## src/sv/pal_pkg.sv

```systemverilog
package pal_pkg;

  localparam int CAPACITY   = 16;
  localparam int DATA_WIDTH = 32;

  localparam int OP_W  = 2;
  localparam int POS_W = 5;
  localparam int ST_W  = 3;
  localparam int CNT_W = $clog2(CAPACITY + 1);
  localparam int CMP_W = ((POS_W > CNT_W) ? POS_W : CNT_W) + 1;

  localparam int IN_BITS  = OP_W + POS_W + DATA_WIDTH;
  localparam int IN_W     = ((IN_BITS + 7) / 8) * 8;
  localparam int OUT_BITS = ST_W + POS_W + CNT_W;
  localparam int OUT_W    = ((OUT_BITS + 7) / 8) * 8;

  localparam logic [OP_W-1:0] OP_INSERT = 2'd0;
  localparam logic [OP_W-1:0] OP_ERASE  = 2'd1;
  localparam logic [OP_W-1:0] OP_FIND   = 2'd2;

  localparam logic [ST_W-1:0] ST_OK       = 3'd0;
  localparam logic [ST_W-1:0] ST_RANGE    = 3'd1;
  localparam logic [ST_W-1:0] ST_FULL     = 3'd2;
  localparam logic [ST_W-1:0] ST_EMPTY    = 3'd3;
  localparam logic [ST_W-1:0] ST_NOTFOUND = 3'd4;

  typedef enum logic [1:0] {
    S_IDLE,
    S_EXEC,
    S_ENC
  } state_t;

  typedef struct packed {
    logic load;
    logic exec;
    logic emit;
  } ctrl_cmd_t;

  typedef struct packed {
    logic out_free;
  } dp_status_t;

endpackage

```

## src/sv/pal_ctrl.sv

```systemverilog
module pal_ctrl (
  input  logic                clk,
  input  logic                rst_n,
  input  logic                in_tvalid,
  output logic                in_tready,
  input  pal_pkg::dp_status_t stat,
  output pal_pkg::ctrl_cmd_t  cmd
);
  import pal_pkg::*;

  state_t state_r, state_nxt;

  always_ff @(posedge clk) begin
    if (!rst_n) begin
      state_r <= S_IDLE;
    end else begin
      state_r <= state_nxt;
    end
  end

  always_comb begin
    state_nxt = state_r;
    in_tready = 1'b0;
    cmd       = '0;
    case (state_r)
      S_IDLE: begin
        in_tready = 1'b1;
        if (in_tvalid) begin
          cmd.load  = 1'b1;
          state_nxt = S_EXEC;
        end
      end
      S_EXEC: begin
        cmd.exec  = 1'b1;
        state_nxt = S_ENC;
      end
      S_ENC: begin
        if (stat.out_free) begin
          cmd.emit  = 1'b1;
          state_nxt = S_IDLE;
        end
      end
      default: begin
        state_nxt = S_IDLE;
      end
    endcase
  end

endmodule

```

## src/sv/pal_dpath.sv

```systemverilog
module pal_dpath (
  input  logic                         clk,
  input  logic                         rst_n,
  input  logic [pal_pkg::IN_W-1:0]     in_tdata,
  input  pal_pkg::ctrl_cmd_t           cmd,
  output pal_pkg::dp_status_t          stat,
  output logic                         out_tvalid,
  input  logic                         out_tready,
  output logic [pal_pkg::OUT_W-1:0]    out_tdata
);
  import pal_pkg::*;

  logic [OP_W-1:0]       op_r;
  logic [POS_W-1:0]      pos_r;
  logic [DATA_WIDTH-1:0] word_r;

  logic [DATA_WIDTH-1:0] entries_r   [CAPACITY];
  logic [DATA_WIDTH-1:0] entries_nxt [CAPACITY];
  logic [DATA_WIDTH-1:0] ent_up      [CAPACITY];
  logic [DATA_WIDTH-1:0] ent_dn      [CAPACITY];

  logic [CNT_W-1:0]    count_r, count_nxt;
  logic [ST_W-1:0]     stat_r, stat_nxt;
  logic [CAPACITY-1:0] match_r, match_nxt;

  logic                out_valid_r, out_valid_nxt;
  logic [OUT_BITS-1:0] out_data_r, out_data_nxt;

  logic [CMP_W-1:0] pos_c, cnt_c, p0_c;
  logic             ins_ok, ins_range, ins_full;
  logic             ers_ok, ers_empty, ers_range;
  logic [POS_W-1:0] found_pos;
  logic [ST_W-1:0]  res_stat;

  assign pos_c = CMP_W'(pos_r);
  assign cnt_c = CMP_W'(count_r);
  assign p0_c  = pos_c - CMP_W'(1);

  assign ins_range = (pos_c == '0) || (pos_c > cnt_c + CMP_W'(1));
  assign ins_full  = (cnt_c >= CMP_W'(CAPACITY));
  assign ins_ok    = (op_r == OP_INSERT) && !ins_range && !ins_full;
  assign ers_empty = (count_r == '0);
  assign ers_range = (pos_c == '0) || (pos_c > cnt_c);
  assign ers_ok    = (op_r == OP_ERASE) && !ers_empty && !ers_range;

  always_comb begin
    ent_up[0]          = entries_r[0];
    ent_dn[CAPACITY-1] = entries_r[CAPACITY-1];
    for (int i = 1; i < CAPACITY; i++) begin
      ent_up[i] = entries_r[i-1];
    end
    for (int i = 0; i < CAPACITY - 1; i++) begin
      ent_dn[i] = entries_r[i+1];
    end
  end

  always_comb begin
    count_nxt = count_r;
    stat_nxt  = ST_OK;
    match_nxt = '0;
    for (int i = 0; i < CAPACITY; i++) begin
      entries_nxt[i] = entries_r[i];
      match_nxt[i]   = (entries_r[i] == word_r) && (CMP_W'(i) < cnt_c);
      if (ins_ok && CMP_W'(i) >= p0_c) begin
        entries_nxt[i] = (CMP_W'(i) == p0_c) ? word_r : ent_up[i];
      end
      if (ers_ok && CMP_W'(i) >= p0_c) begin
        entries_nxt[i] = ent_dn[i];
      end
    end
    case (op_r)
      OP_INSERT: begin
        if (ins_range) begin
          stat_nxt = ST_RANGE;
        end else if (ins_full) begin
          stat_nxt = ST_FULL;
        end else begin
          count_nxt = count_r + CNT_W'(1);
        end
      end
      OP_ERASE: begin
        if (ers_empty) begin
          stat_nxt = ST_EMPTY;
        end else if (ers_range) begin
          stat_nxt = ST_RANGE;
        end else begin
          count_nxt = count_r - CNT_W'(1);
        end
      end
      default: begin
        stat_nxt = ST_OK;
      end
    endcase
  end

  always_comb begin
    found_pos = '0;
    for (int i = CAPACITY - 1; i >= 0; i--) begin
      if (match_r[i]) begin
        found_pos = POS_W'(i + 1);
      end
    end
    if (op_r == OP_FIND) begin
      res_stat = (match_r != '0) ? ST_OK : ST_NOTFOUND;
    end else begin
      res_stat  = stat_r;
      found_pos = '0;
    end
  end

  assign out_data_nxt  = {count_r, found_pos, res_stat};
  assign out_valid_nxt = cmd.emit ? 1'b1 : (out_tready ? 1'b0 : out_valid_r);

  always_ff @(posedge clk) begin
    if (!rst_n) begin
      count_r     <= '0;
      out_valid_r <= 1'b0;
    end else begin
      out_valid_r <= out_valid_nxt;
      if (cmd.exec) begin
        count_r <= count_nxt;
      end
    end
  end

  always_ff @(posedge clk) begin
    if (cmd.load) begin
      op_r   <= in_tdata[OP_W-1:0];
      pos_r  <= in_tdata[OP_W +: POS_W];
      word_r <= in_tdata[OP_W+POS_W +: DATA_WIDTH];
    end
    if (cmd.exec) begin
      stat_r  <= stat_nxt;
      match_r <= match_nxt;
      for (int i = 0; i < CAPACITY; i++) begin
        entries_r[i] <= entries_nxt[i];
      end
    end
    if (cmd.emit) begin
      out_data_r <= out_data_nxt;
    end
  end

  assign stat.out_free = !out_valid_r || out_tready;
  assign out_tvalid    = out_valid_r;
  assign out_tdata     = OUT_W'(out_data_r);

endmodule

```

## src/sv/positional_array_list.sv

```systemverilog
// Each operation passes through capture, execute and encode steps, in that order.
// Each op runs alone through the shift-register cells, then a registered encode
// stage forms the result beat once the output is free.
// A new beat is taken while an earlier result still waits on out_tready.
// Reset (rst_n low, synchronous): list emptied and output beat dropped.
module positional_array_list (
  input  logic                      clk,
  input  logic                      rst_n,
  input  logic                      in_tvalid,
  output logic                      in_tready,
  // op [1:0], position [6:2], value [38:7], zero fill
  input  logic [pal_pkg::IN_W-1:0]  in_tdata,
  output logic                      out_tvalid,
  input  logic                      out_tready,
  // status [2:0], found_position [7:3], entry_count [12:8], zero fill
  output logic [pal_pkg::OUT_W-1:0] out_tdata
);
  import pal_pkg::*;

  ctrl_cmd_t  cmd;
  dp_status_t stat;

  pal_ctrl u_ctrl (
    .clk       (clk),
    .rst_n     (rst_n),
    .in_tvalid (in_tvalid),
    .in_tready (in_tready),
    .stat      (stat),
    .cmd       (cmd)
  );

  pal_dpath u_dpath (
    .clk        (clk),
    .rst_n      (rst_n),
    .in_tdata   (in_tdata),
    .cmd        (cmd),
    .stat       (stat),
    .out_tvalid (out_tvalid),
    .out_tready (out_tready),
    .out_tdata  (out_tdata)
  );

endmodule

```

## config.mk

```make
export PLATFORM = sky130hd
export DESIGN_NAME = positional_array_list
export DESIGN_NICKNAME = d
export VERILOG_FILES = /design/src/sv/pal_pkg.sv /design/src/sv/pal_ctrl.sv /design/src/sv/pal_dpath.sv /design/src/sv/positional_array_list.sv
export SDC_FILE = /design/constraint.sdc
export NUM_CORES = 2
export LEC_CHECK = 0
export BUFFER_PORTS_ARGS = -buffer_cell sky130_fd_sc_hd__buf_2
export CORE_ASPECT_RATIO = 1.1
export CORE_UTILIZATION = 60
export CTS_BUF_LIST = sky130_fd_sc_hd__clkbuf_8
export DETAILED_ROUTE_END_ITERATION = 8
export GPL_TIMING_DRIVEN = 0
export PLACE_DENSITY = 0.79
export REMOVE_ABC_BUFFERS = 1
export SETUP_SLACK_MARGIN = 0.3
export SYNTH_ARGS = -nofsm -noshare
export SYNTH_HDL_FRONTEND = slang
export SYNTH_SLANG_ARGS = --single-unit
```

## constraint.sdc

```tcl
create_clock -name clk -period 9.3 [get_ports clk]
set_clock_uncertainty 0.1 [all_clocks]
set_input_delay 1.395 -clock clk [delete_from_list [all_inputs] [get_ports clk]]
set_output_delay 1.395 -clock clk [all_outputs]
set_load 0.005 [all_outputs]
```

==> flow_summary_export.csv <==
group,metric,value,unit
logic_synthesis,post_synth_inst_count,3185,
drt,dr.pass1.iters,9,
cts,cts_post_setup_buffers_inserted,0,
critical_path,cell_with_the_largest_stage_delay_on_the_worst_path,"sky130_fd_sc_hd__a211oi_2",
critical_path,critPathLaunchType,"flip-flop",
drt,avgViaCountPerCell,6.933,
floorplan,floorplan.rows,93,
critical_path,endpoint_kind,"flip-flop",
critical_path,cp_data_required_time,9800,ps
placed_design,preCtsSetupSlack,3999,ps
sta,finalHoldViolations,0,
drt,routed_wire_length_per_instance,30.10,um
status,outcome,"finished clean",
critical_path,crit_fanout,39,
pwr,power.leakage,14.78,nW
cts,max-clock-path-buffers,3,
global_route,overall_global_routing_resource_usage,39.99,%
logic_synthesis,sequential_fraction_of_the_synthesis_area,49.80,%
layout,layout.cells.most_common,"sky130_fd_sc_hd__edfxtp_1",
cts,post_cts_resized,0,
sta,setup_viol_count_final,0,
cts,cts.reportedPaths.clkPinSlew,60,ps
layout,fill_cells,4188,
floorplan,chipHeight,256.8,um
cts,cts_made_buffers,98,
cts,tritoncts,"built",
critical_path,buffers_and_inverters_on_the_worst_path,2,
critical_path,critical_path.top_delay_family,"simple AND/OR/NAND/NOR gates",
cts,postCtsHoldBufs,0,
sta,timing.final.crit_share,60.24,%
layout,synth_to_layout_area_growth,12.88,%
layout,drive_above_1_share,15.94,%
critical_path,path_cells,"inv_1 > ha_1 > nor4b_2 > a211oi_2 > nand3_2 > buf_12 > nand2_1 > o221a_2",
drt,drc_viols,0,
logic_synthesis,synth.cell_area,0.03541,mm^2
job,drv_cap,0,
pwr,max-vdd-ir-drop,118.5,uV
drt,antenna_left,0,
floorplan,die_w,233.6,um
placed_design,dp.final_hpwl,89.10,mm
global_route,busiest_layer,"met2",
critical_path,maximum_single_stage_delay_on_the_critical_path,1070,ps
logic_synthesis,async_flop_share,0,%
global_route,first_global_vias,26745,
logic_synthesis,synth_enable_flop_cells,582,
drt,postRouteWirelength,120.9,mm
global_route,use_met3,10.13,%
global_route,global_route.overflow_total,0,
hold_path,worst_hold_path_type,"reg -> reg",
cts,h-tree-depth,3,
global_route,antenna_found_initial,3,
sta,timing.max_slew.rel_slack,7.865,%
placed_design,port_buffers,57,
pwr,power_density,143.6,mW/mm^2
logic_synthesis,synth-warning-count,0,
sta,whs,447.3,ps
layout,mostFrequentLayoutCells,"sky130_fd_sc_hd__edfxtp_1, sky130_fd_sc_hd__nor2_1, sky130_fd_sc_hd__mux2i_1",
logic_synthesis,synthDistinctLibCells,75,
sta,post_layout_minimum_cycle_time,5602,ps
logic_synthesis,yosys_most_used_dff,"sky130_fd_sc_hd__edfxtp_1",
global_route,groute.layer.met2.usage,60.48,%
logic_synthesis,synth.avg_cell_area,11.12,um^2
layout,area_taken_by_flip_flops_and_latches,0.01764,mm^2
floorplan,floorplan.die_area,0.06000,mm^2
cts,cts_num_sinks,590,
sta,rsz0062_at_grt,"false",
sta,setup_slack,3698,ps
drt,detail_route.iter0.violations,3992,
global_route,grt_max_degree,49,
global_route,grt_use_met1,50.17,%
layout,multiInputGateArea,0.01666,mm^2
drt,route.vias.total,27857,
critical_path,critical_path_class,"reg -> reg",
logic_synthesis,ys_seq_elements,590,
cts,insertion_delay,770,ps
floorplan,area_of_the_core,0.05841,mm^2
floorplan,floorplan.initialDensity,60.63,%
critical_path,critical_path_arrival,6100,ps
cts,cts-root-buf,"sky130_fd_sc_hd__clkbuf_8",
sta,timing.fmax,178.5,MHz
sta,final.setup.tns,0,ps
floorplan,top_level_ports,62,
placed_design,routabilityCongestion,0.9986,
sta,final-max-slew-violation-count,0,
layout,nets,3241,
sta,worst_pin_slew,1378,ps
global_route,grt_pass1_wl,174.8,mm
[power breakdown]
group,total [mW],switching [mW],internal [mW]
Combinational,0.547,0.310,0.237
Sequential,2.99,0.0699,2.92
Clock,2.20,1.15,1.05
[sequential cells by signal, indices dropped and copies added, names as in the netlist]
register	cells
u_dpath.entries_r	512
u_dpath.word_r	32
u_dpath.match_r	16
u_dpath.out_data_r	13
u_dpath.count_r	5
u_dpath.pos_r	5
u_ctrl.state_r	2
u_dpath.op_r	2
u_dpath.stat_r	2
u_dpath.out_tvalid	1
[path summary, 6_finish.rpt]
path                               startpoint                             endpoint  slack, ps  cells past startpoint
setup / recovery   u_dpath.pos_r[0]$_DFFE_PP_   u_dpath.entries_r[1][22]$_DFFE_PP_       3700                      8
hold / removal    u_dpath.stat_r[1]$_DFFE_PP_  u_dpath.out_data_r[1]$_SDFFCE_PN0P_        450                      1
setup reg to reg   u_dpath.pos_r[0]$_DFFE_PP_   u_dpath.entries_r[1][22]$_DFFE_PP_       3700                      8
hold reg to reg   u_dpath.stat_r[1]$_DFFE_PP_  u_dpath.out_data_r[1]$_SDFFCE_PN0P_        450                      1
[kinds of logic after synthesis]
logic type,count (synthesis),synth area share (%)
AOI/OAI and AO/OA,509,8.607
xor gates and xnor gates,515,12.74
adders and majority gates,17,0.6006
buffers and inverters,302,3.883
DFF,590,49.80
muxes,483,14.10
other,1,0.01059
and+or+nand+nor,768,10.26
[metrics by stage]
step	cells	utilization (%)	cell area, um^2	total power, mW
after floorplan	2901	-	34110	3.305
after global placement	3718	60.50	35340	3.464
after detailed placement	3840	65.37	38180	3.573
after CTS	4016	68.42	39970	5.712
after global routing	4017	68.43	39970	5.862
final	4018	68.43	39970	5.740
[Yosys cell counts (all sizes together) (5+ instances only)]
| master | n | area, um^2 |
|---|---|---|
| a2111oi | 6 | 71.32 |
| dfxtp | 8 | 160.2 |
| ha | 17 | 212.7 |
| nor2 | 385 | 1455 |
| edfxtp | 582 | 17480 |
| o221a | 32 | 360.4 |
| and2 | 6 | 37.54 |
| xnor2 | 205 | 1795 |
| nand3 | 31 | 155.2 |
| nand2 | 90 | 340.3 |
| or4 | 5 | 37.54 |
| xor2 | 310 | 2715 |
| o21ai | 79 | 399.1 |
| nand2b | 10 | 70.06 |
| nor4 | 90 | 563.0 |
| nor2b | 10 | 62.56 |
| o22ai | 33 | 206.5 |
| a211oi | 7 | 72.57 |
| inv | 16 | 60.06 |
| nand4 | 66 | 412.9 |
| or3 | 34 | 217.7 |
| mux2i | 355 | 3553 |
| buf | 151 | 808.3 |
| clkbuf | 135 | 506.7 |
| nor3 | 23 | 130.1 |
| a21oi | 314 | 1572 |
| mux2 | 128 | 1441 |
[metal layers]
layer  vias up  part of all wire (%)
met5         -                     0
met4         0                   8.1
met3       525                    12
met2      2199                    45
met1     13526                    35
li1      11607                     -
[layout make-up]
cell class | instances | share of cell area (%)
timing repair buffer | 179 | 7.196
multi-input combinational | 2295 | 41.68
inverter | 16 | 0.1502
sequential | 590 | 44.12
clock inverter | 74 | 0.9484
antenna | 2 | 0.01252
tap | 760 | 2.379
clock buffer | 102 | 3.512
No activity file was read; power rests on OpenSTA's default activity.
